==> config.mk <==
export PLATFORM = sky130hd
export DESIGN_NAME = websocket_frame_unmask_deframer_unit
export DESIGN_NICKNAME = d
export VERILOG_FILES = /design/src/hw/rtl/wsd_pkg.sv /design/src/hw/rtl/wsd_parser.sv /design/src/hw/rtl/websocket_frame_unmask_deframer_unit.sv
export SDC_FILE = /design/constraint.sdc
export NUM_CORES = 1
export LEC_CHECK = 0
export BUFFER_PORTS_ARGS = -buffer_cell sky130_fd_sc_hd__buf_2
export CAP_MARGIN = 20
export CORE_MARGIN = 4
export CORE_UTILIZATION = 50
export DETAILED_ROUTE_END_ITERATION = 7
export PLACE_DENSITY = 0.7
export REMOVE_ABC_BUFFERS = 1
export SLEW_MARGIN = 40
export SYNTH_ARGS = -nofsm -noshare
export SYNTH_HDL_FRONTEND = slang
export SYNTH_HIERARCHICAL = 1
export SYNTH_SLANG_ARGS = --single-unit
export TNS_END_PERCENT = 30
==> constraint.sdc <==
create_clock -name clk -period 4.5 [get_ports clk]
set_clock_uncertainty 0.15 [all_clocks]
set_input_delay 0.45 -clock clk [delete_from_list [all_inputs] [get_ports clk]]
set_output_delay 0.45 -clock clk [all_outputs]
set_load 0.01 [all_outputs]
==> src/hw/rtl/wsd_pkg.sv <==
// shared types and constants of the websocket frame deframer
// no dependencies
`default_nettype none

package wsd_pkg;

	typedef enum logic [2:0] {
		PH_HDR0   = 3'd0,
		PH_HDR1   = 3'd1,
		PH_EXTLEN = 3'd2,
		PH_KEY    = 3'd3,
		PH_DATA   = 3'd4
	} phase_t;

	localparam logic [6:0] LEN_CODE_16 = 7'd126;
	localparam logic [6:0] LEN_CODE_64 = 7'd127;

	localparam logic [3:0] EXT_BYTES_16 = 4'd2;
	localparam logic [3:0] EXT_BYTES_64 = 4'd8;

	localparam logic [1:0] KEY_LAST_IDX = 2'd3;

	typedef struct packed {
		logic [7:0] payload_byte;
		logic       last_byte;
		logic       empty_frame;
	} result_t;

endpackage

`default_nettype wire

==> src/hw/rtl/wsd_parser.sv <==
// frame header parser, mask key capture and payload unmasking
// depends on wsd_pkg
`default_nettype none

module wsd_parser (
	input  wire logic            clk,
	input  wire logic            arst_n,
	input  wire logic            accept,
	input  wire logic [7:0]      stream_byte,
	output logic                 res_valid,
	output wsd_pkg::result_t     res
);

	wsd_pkg::phase_t phase_q, phase_d;
	logic [3:0]  ext_left_q, ext_left_d, ext_dec;
	logic [63:0] plen_q, plen_d;
	logic [7:0]  mask_key_q [4];
	logic [1:0]  key_seen_q, key_seen_d;
	logic [63:0] rem_q, rem_d, rem_dec;
	logic [1:0]  midx_q, midx_d;
	logic        key_we;
	logic [6:0]  len_code;

	assign len_code = stream_byte[6:0];
	assign ext_dec  = ext_left_q - 4'd1;
	assign rem_dec  = rem_q - 64'd1;

	// next phase
	always_comb begin
		phase_d = phase_q;
		case (phase_q)
			wsd_pkg::PH_HDR1: begin
				if ((len_code == wsd_pkg::LEN_CODE_16) || (len_code == wsd_pkg::LEN_CODE_64))
					phase_d = wsd_pkg::PH_EXTLEN;
				else
					phase_d = wsd_pkg::PH_KEY;
			end
			wsd_pkg::PH_EXTLEN: begin
				if (ext_dec == 4'd0)
					phase_d = wsd_pkg::PH_KEY;
			end
			wsd_pkg::PH_KEY: begin
				if (key_seen_q == wsd_pkg::KEY_LAST_IDX)
					phase_d = (plen_q == 64'd0) ? wsd_pkg::PH_HDR0 : wsd_pkg::PH_DATA;
			end
			wsd_pkg::PH_DATA: begin
				if (rem_dec == 64'd0)
					phase_d = wsd_pkg::PH_HDR0;
			end
			default: begin
				// first header byte, also unused codes
				phase_d = wsd_pkg::PH_HDR1;
			end
		endcase
	end

	// datapath updates and result
	always_comb begin
		ext_left_d = ext_left_q;
		plen_d     = plen_q;
		key_seen_d = key_seen_q;
		rem_d      = rem_q;
		midx_d     = midx_q;
		key_we     = 1'b0;
		res_valid  = 1'b0;
		res        = '0;
		case (phase_q)
			wsd_pkg::PH_HDR1: begin
				key_seen_d = 2'd0;
				if (len_code == wsd_pkg::LEN_CODE_16) begin
					ext_left_d = wsd_pkg::EXT_BYTES_16;
					plen_d     = 64'd0;
				end else if (len_code == wsd_pkg::LEN_CODE_64) begin
					ext_left_d = wsd_pkg::EXT_BYTES_64;
					plen_d     = 64'd0;
				end else begin
					ext_left_d = 4'd0;
					plen_d     = {57'd0, len_code};
				end
			end
			wsd_pkg::PH_EXTLEN: begin
				plen_d     = {plen_q[55:0], stream_byte};
				ext_left_d = ext_dec;
			end
			wsd_pkg::PH_KEY: begin
				key_we = 1'b1;
				if (key_seen_q != wsd_pkg::KEY_LAST_IDX) begin
					key_seen_d = key_seen_q + 2'd1;
				end else begin
					key_seen_d = 2'd0;
					midx_d     = 2'd0;
					rem_d      = plen_q;
					if (plen_q == 64'd0) begin
						res_valid       = 1'b1;
						res.last_byte   = 1'b1;
						res.empty_frame = 1'b1;
					end
				end
			end
			wsd_pkg::PH_DATA: begin
				midx_d           = midx_q + 2'd1;
				rem_d            = rem_dec;
				res_valid        = 1'b1;
				res.payload_byte = stream_byte ^ mask_key_q[midx_q];
				res.last_byte    = (rem_dec == 64'd0);
			end
			default: begin
			end
		endcase
	end

	always_ff @(posedge clk or negedge arst_n) begin
		if (!arst_n) begin
			phase_q    <= wsd_pkg::PH_HDR0;
			ext_left_q <= 4'd0;
			plen_q     <= 64'd0;
			key_seen_q <= 2'd0;
			rem_q      <= 64'd0;
			midx_q     <= 2'd0;
			for (int i = 0; i < 4; i++)
				mask_key_q[i] <= 8'd0;
		end else if (accept) begin
			phase_q    <= phase_d;
			ext_left_q <= ext_left_d;
			plen_q     <= plen_d;
			key_seen_q <= key_seen_d;
			rem_q      <= rem_d;
			midx_q     <= midx_d;
			if (key_we)
				mask_key_q[key_seen_q] <= stream_byte;
		end
	end

endmodule

`default_nettype wire

==> src/hw/rtl/websocket_frame_unmask_deframer_unit.sv <==
// top level of the websocket frame deframer and unmasker
// depends on wsd_pkg and wsd_parser
`default_nettype none

// Takes a stream of masked websocket frames, one byte per request, and returns
// the unmasked payload bytes, one result per payload byte, with last_byte set
// on the final byte of each frame. A frame of zero length gives a single
// result with empty_frame and last_byte set and payload_byte zero. Header,
// extended length and mask key bytes give no other result. The fin, opcode
// and mask bits are ignored and a four byte mask key is always taken; 16 and
// 64 bit extended lengths are honored in full. One request is taken every
// cycle while in_stall is low: each byte updates the parser state and its
// result, formed combinationally, lands in an output register backed by one
// skid entry, so in_stall rises only when both are full while out_stall holds.

module websocket_frame_unmask_deframer_unit (
	input  wire logic       clk,
	input  wire logic       arst_n,
	input  wire logic       in_valid,
	output logic            in_stall,
	input  wire logic [7:0] stream_byte,
	output logic            out_valid,
	input  wire logic       out_stall,
	output logic [7:0]      payload_byte,
	output logic            last_byte,
	output logic            empty_frame
);

	logic             in_accept;
	logic             res_valid;
	wsd_pkg::result_t res;

	// output register and its skid entry
	logic             out_valid_q;
	wsd_pkg::result_t out_q;
	logic             skid_valid_q;
	wsd_pkg::result_t skid_q;
	logic             out_free;

	// stall only while the skid entry holds a result
	assign in_stall  = skid_valid_q;
	assign in_accept = in_valid && !skid_valid_q;

	wsd_parser u_parser (
		.clk         (clk),
		.arst_n      (arst_n),
		.accept      (in_accept),
		.stream_byte (stream_byte),
		.res_valid   (res_valid),
		.res         (res)
	);

	// output register can take a new result this cycle
	assign out_free = !out_valid_q || !out_stall;

	always_ff @(posedge clk or negedge arst_n) begin
		if (!arst_n) begin
			out_valid_q  <= 1'b0;
			skid_valid_q <= 1'b0;
		end else if (skid_valid_q) begin
			// drain the skid entry first, no new request is taken meanwhile
			if (!out_stall)
				skid_valid_q <= 1'b0;
		end else if (out_free) begin
			out_valid_q <= in_accept && res_valid;
		end else if (in_accept && res_valid) begin
			// output held by the sink, park the new result
			skid_valid_q <= 1'b1;
		end
	end

	// payload registers, no reset needed
	always_ff @(posedge clk) begin
		if (skid_valid_q) begin
			if (!out_stall)
				out_q <= skid_q;
		end else if (out_free) begin
			if (in_accept && res_valid)
				out_q <= res;
		end else if (in_accept && res_valid) begin
			skid_q <= res;
		end
	end

	assign out_valid    = out_valid_q;
	assign payload_byte = out_q.payload_byte;
	assign last_byte    = out_q.last_byte;
	assign empty_frame  = out_q.empty_frame;

endmodule

`default_nettype wire
==> out/results.env <==
OUTCOME='finished, final reports clean'
SHARE_COMB_OF_TOTAL_POWER=0.229
SYNTH_SEQUENTIAL_AREA_RATIO=0.482
CTS_ROOT_BUFFER='sky130_fd_sc_hd__clkbuf_16'
FRACTION_OF_LAYOUT_INSTANCES_USING_A_DRIVE_STRENGTH_ABOVE_1=0.137
ANT_NETS=0
SYNTHDOMINANTAREACELLTYPE='sky130_fd_sc_hd__dfrtp_1'
YOSYSMOSTFREQUENTCELL='sky130_fd_sc_hd__dfrtp_1'
YOSYS_MOST_USED_DFF='sky130_fd_sc_hd__dfrtp_1'
R2R-END='last_byte'
SYNTH.LIB_CELLS_USED.DISTINCT=55
SEQUENCE_OF_CELLS_ON_THE_CRITICAL_PATH='nor3_1 > nand3_1 > or4_1 > or4_1 > xnor2_1 > nor3_1 > nand3_1 > nor4_2 > a21o_1 > mux2_4'
WORST_SLEW_PIN_SLEW_NS=0.826
P_LEAK_nW=4.86
FINAL_WEIGHTED_CONGESTION_IN_ROUTABILITY_DRIVEN_PLACEMENT=0.971
ROUTE.DETAILED.DRC=0
RR_WORST_DEPTH=10
TIMING_MAX_TRANSITION_VIOLATIONS_FINAL=0
DESIGN.DIE.AREA_SQ_UM=22800
FINAL_HOLD_VIOL_COUNT=0
CLOCK_TREE_FROM_TRITONCTS='done'
FP.DIEH_UM=151
PLACED_INST_AREA_SQ_UM=10600
ANTENNA_FOUND_INITIAL=0
TIMING.HOLD.WORST.CLASS='in2reg'
POWER.SWITCHING_FRACTION=0.370
HOLD_END='in_stall'
CLK_PATH_BUF_DEPTH=2
MAX_FREQ_GHz=0.245
SEQ_CELLS_POST_SYNTH=193
SWITCHING_POWER_mW=1.85
PORT_BUFFERS=23
SYNTH_AREA_PER_CELL_SQ_UM=9.57
SYNTH_AREA_SQ_UM=10200
FIRST_PASS_ITERS=5
POSTLAYOUTCELLAREA_SQ_UM=11300
PERIOD_SHARE=0.909
DESIGN.FINAL.NETS=1077
CTS.REPAIR.RESIZED=0
DR.FIRST_ITER.DRC_COUNT=884
CLKLATENCYLATEPIN_NS=0.44
ROUTEDWLPERCELL_UM=21.3
YOSYS_WARNINGS=6
SLOWEST_STAGE_CELL_CRIT_PATH='sky130_fd_sc_hd__or4_1'
FINALSETUPVIOLCOUNT=0
CRIT_PATH_END_KIND='register'
FIN_CRIT_NS=4.09
DR_TOTAL_VIAS=8486
NFILLCELLS=1758
POWER.CLOCK.FRACTION=0.323
INITIAL_UTILIZATION=0.507
IR_WORST_VDD_V=0.000322
SLEW-LIMIT-HEADROOM=0.444
SYNTH.TOP_CELLS.BY_COUNT='173 x sky130_fd_sc_hd__dfrtp_1, 104 x sky130_fd_sc_hd__nor2_1, 95 x sky130_fd_sc_hd__nand2_1, 93 x sky130_fd_sc_hd__a21oi_1, 86 x sky130_fd_sc_hd__o21ai_0'
HOLD_PATH_DEPTH=3
MIN_FROM='out_stall'
SYNTH-EDFF-COUNT=20
REG2REG_SETUP_SLACK_NS=0.41
GRT-OVFL-TOTAL=0
GRT_PASS1_VIAS=8119
FIRST_PASS_GRT_WIRE_LENGTH_UM=45600
CTS.HOLD.BUFFERS_ADDED=1
LARGEST_NET_DEGREE_AT_THE_START_OF_GLOBAL_ROUTING=101
VIAS_PER_CELL=6.33
ARRIVAL_TIME_OF_DATA_AT_THE_CRITICAL_PATH_ENDPOINT_NS=4.25
ANTENNA_CELLS_INSERTED=0
CP_MAX_FO=7
CTS_SETUP_BUFFERS=0
CRITICAL_PATH_BUF_INV_COUNT=0
DETAILEDPLACEMENTHPWL_UM=19700
FP.COREAREA_SQ_UM=20200
CP_TOP_FAMILY='simple AND/OR/NAND/NOR gates'
TIMING.RR.START='u_parser/rem_q[10]'
WORST_SETUP_HOLD_PATH_CLK_SLEW_NS=0.08
SYNTHARSTFLOPSHARE=0.896
TIMING.MAX_CAP.VIOLATIONS=0
INTPOWER_mW=3.16
CTS_INSERTED_BUFFERS=17
CRITICAL_PATH.STARTPOINT_TYPE='register'
WORST-ENDPOINT-REQUIRED_NS=4.66
SEQUENTIALPOWERSHARE=0.448
SYN2LAYOUT_AREA_GROWTH_PCT=10.4
GLOBALROUTETOTALUTIL=0.258
SYNTHCELLS=1068
POWERDENSITY_nW_PER_UM2=445
SINK_COUNT=193
WL_UM=28500
CTS_HTREE_LEVELS=4
CRIT_CELLS=10
TIMING_WORST_SETUP_PATH_TYPE='reg2reg'
IO-PIN-COUNT=24
FP-ROW-COUNT=52
POST_SYNTH_TOP_AREA_SHARE=0.424
CELL_TYPES_OCCUPYING_THE_MOST_AREA_AFTER_SYNTHESIS='sky130_fd_sc_hd__dfrtp_1 42%, sky130_fd_sc_hd__edfxtp_1 5.9%, sky130_fd_sc_hd__a22o_1 5.0%, sky130_fd_sc_hd__a21oi_1 4.6%, sky130_fd_sc_hd__mux2_2 4.3%'
DIEWIDTH_UM=151
GRT_SETUP_UNREPAIRED='false'
SLOWEST_DELAY_NS=0.66
FIN_CELLS=1340
DP.CELLS=1306
-- cells in the final DEF (no fill, tap or decap), drive strengths merged, types with 17 or more instances in the layout --
| cell type | instances |
|---|---|
| o21ai | 89 |
| buf | 46 |
| nor3 | 37 |
| nand3 | 24 |
| mux2 | 42 |
| edfxtp | 20 |
| a21oi | 93 |
| inv | 19 |
| nand4 | 25 |
| a22o | 58 |
| xnor2 | 30 |
| nor4 | 39 |
| o22ai | 18 |
| clkbuf | 17 |
| nor2 | 104 |
| dfrtp | 173 |
| nand2 | 95 |
-- kinds of logic (layout without fill, tap and decap cells) --
family | after synthesis | in the layout | share of synthesized area
AND/OR/NAND/NOR | 394 | 394 | 0.195
AO/OA/AOI/OAI | 290 | 290 | 0.174
flip-flops | 193 | 193 | 0.482
buffers and inverters | 87 | 89 | 0.0346
multiplexers | 52 | 52 | 0.0670
XOR/XNOR | 44 | 44 | 0.0377
adder cells (fa/ha/maj) | 8 | 8 | 0.00979
-- state kept, by name, summed over array words and instances, names as in the netlist --
register	count
empty_frame	1
in_stall	1
last_byte	1
out_valid	1
payload_byte	8
skid_q	10
u_parser/ext_left_q	4
u_parser/key_seen_q	2
u_parser/mask_key_q	32
u_parser/midx_q	2
u_parser/phase_q	3
u_parser/plen_q	64
u_parser/rem_q	64
-- per-stage QoR --
stage / TNS (ns) / total power [mW] / hold slack [ns] / setup WS [ns] / util
6_report: 0 / 5.02 / 0.128 / 0.411 / 0.559
5_1_grt: 0 / 5.29 / 0.124 / 0.163 / 0.559
4_1_cts: 0 / 5.02 / 0.101 / 0.491 / 0.558
3_5_place_dp: 0 / 3.39 / 0.333 / 0.528 / 0.525
3_3_place_gp: 0 / 3.38 / 0.322 / 0.585 / 0.524
2_1_floorplan: -107.60 / 2.96 / 0.00441 / -1.87 / -
-- area by class of cell --
cell class                 count  area, sq um  share of cell area
tap                          270          338              0.0299
inverter                      10         37.5             0.00333
sequential                   193         4930               0.437
multi-input combinational    788         4960               0.440
clock buffer                  17          425              0.0377
clock inverter                15          230              0.0204
timing repair buffer          47          357              0.0316
-- how the worst max path moves through the flow --
stage,startpoint,to,slack [ns]
CTS,u_parser/rem_q[0],last_byte,0.49
finish,u_parser/rem_q[10],last_byte,0.41
global route,u_parser/rem_q[0],last_byte,0.16
detailed placement,u_parser/rem_q[0],last_byte,0.53
floorplan,u_parser/phase_q[1],u_parser/rem_q[52],-1.87
global placement,u_parser/rem_q[2],last_byte,0.58
-- per-layer routing --
layer | vias to the layer above | GRT usage | part of all wire
met1 | 4198 | 0.362 | 0.43
met3 | 57 | 0.0512 | 0.061
li1 | 3933 | - | -
met5 | - | 0 | 0
met2 | 298 | 0.397 | 0.47
met4 | 0 | 0.100 | 0.037
-- power by group through the flow --
stage          Clock (mW)  Sequential, mW  Combinational, mW
2_1_floorplan           0            2.20              0.765
3_3_place_gp            0            2.26               1.11
3_5_place_dp            0            2.28               1.12
4_1_cts              1.65            2.24               1.13
5_1_grt              1.73            2.29               1.27
6_report             1.62            2.25               1.15
-- worst min-delay path, stage by stage --
cell and delay, ns:
sky130_fd_sc_hd__buf_2 0.12, sky130_fd_sc_hd__nand2_1 0.05, sky130_fd_sc_hd__o21ai_0 0.06
Note: power is estimated with default switching activity, not from simulation.
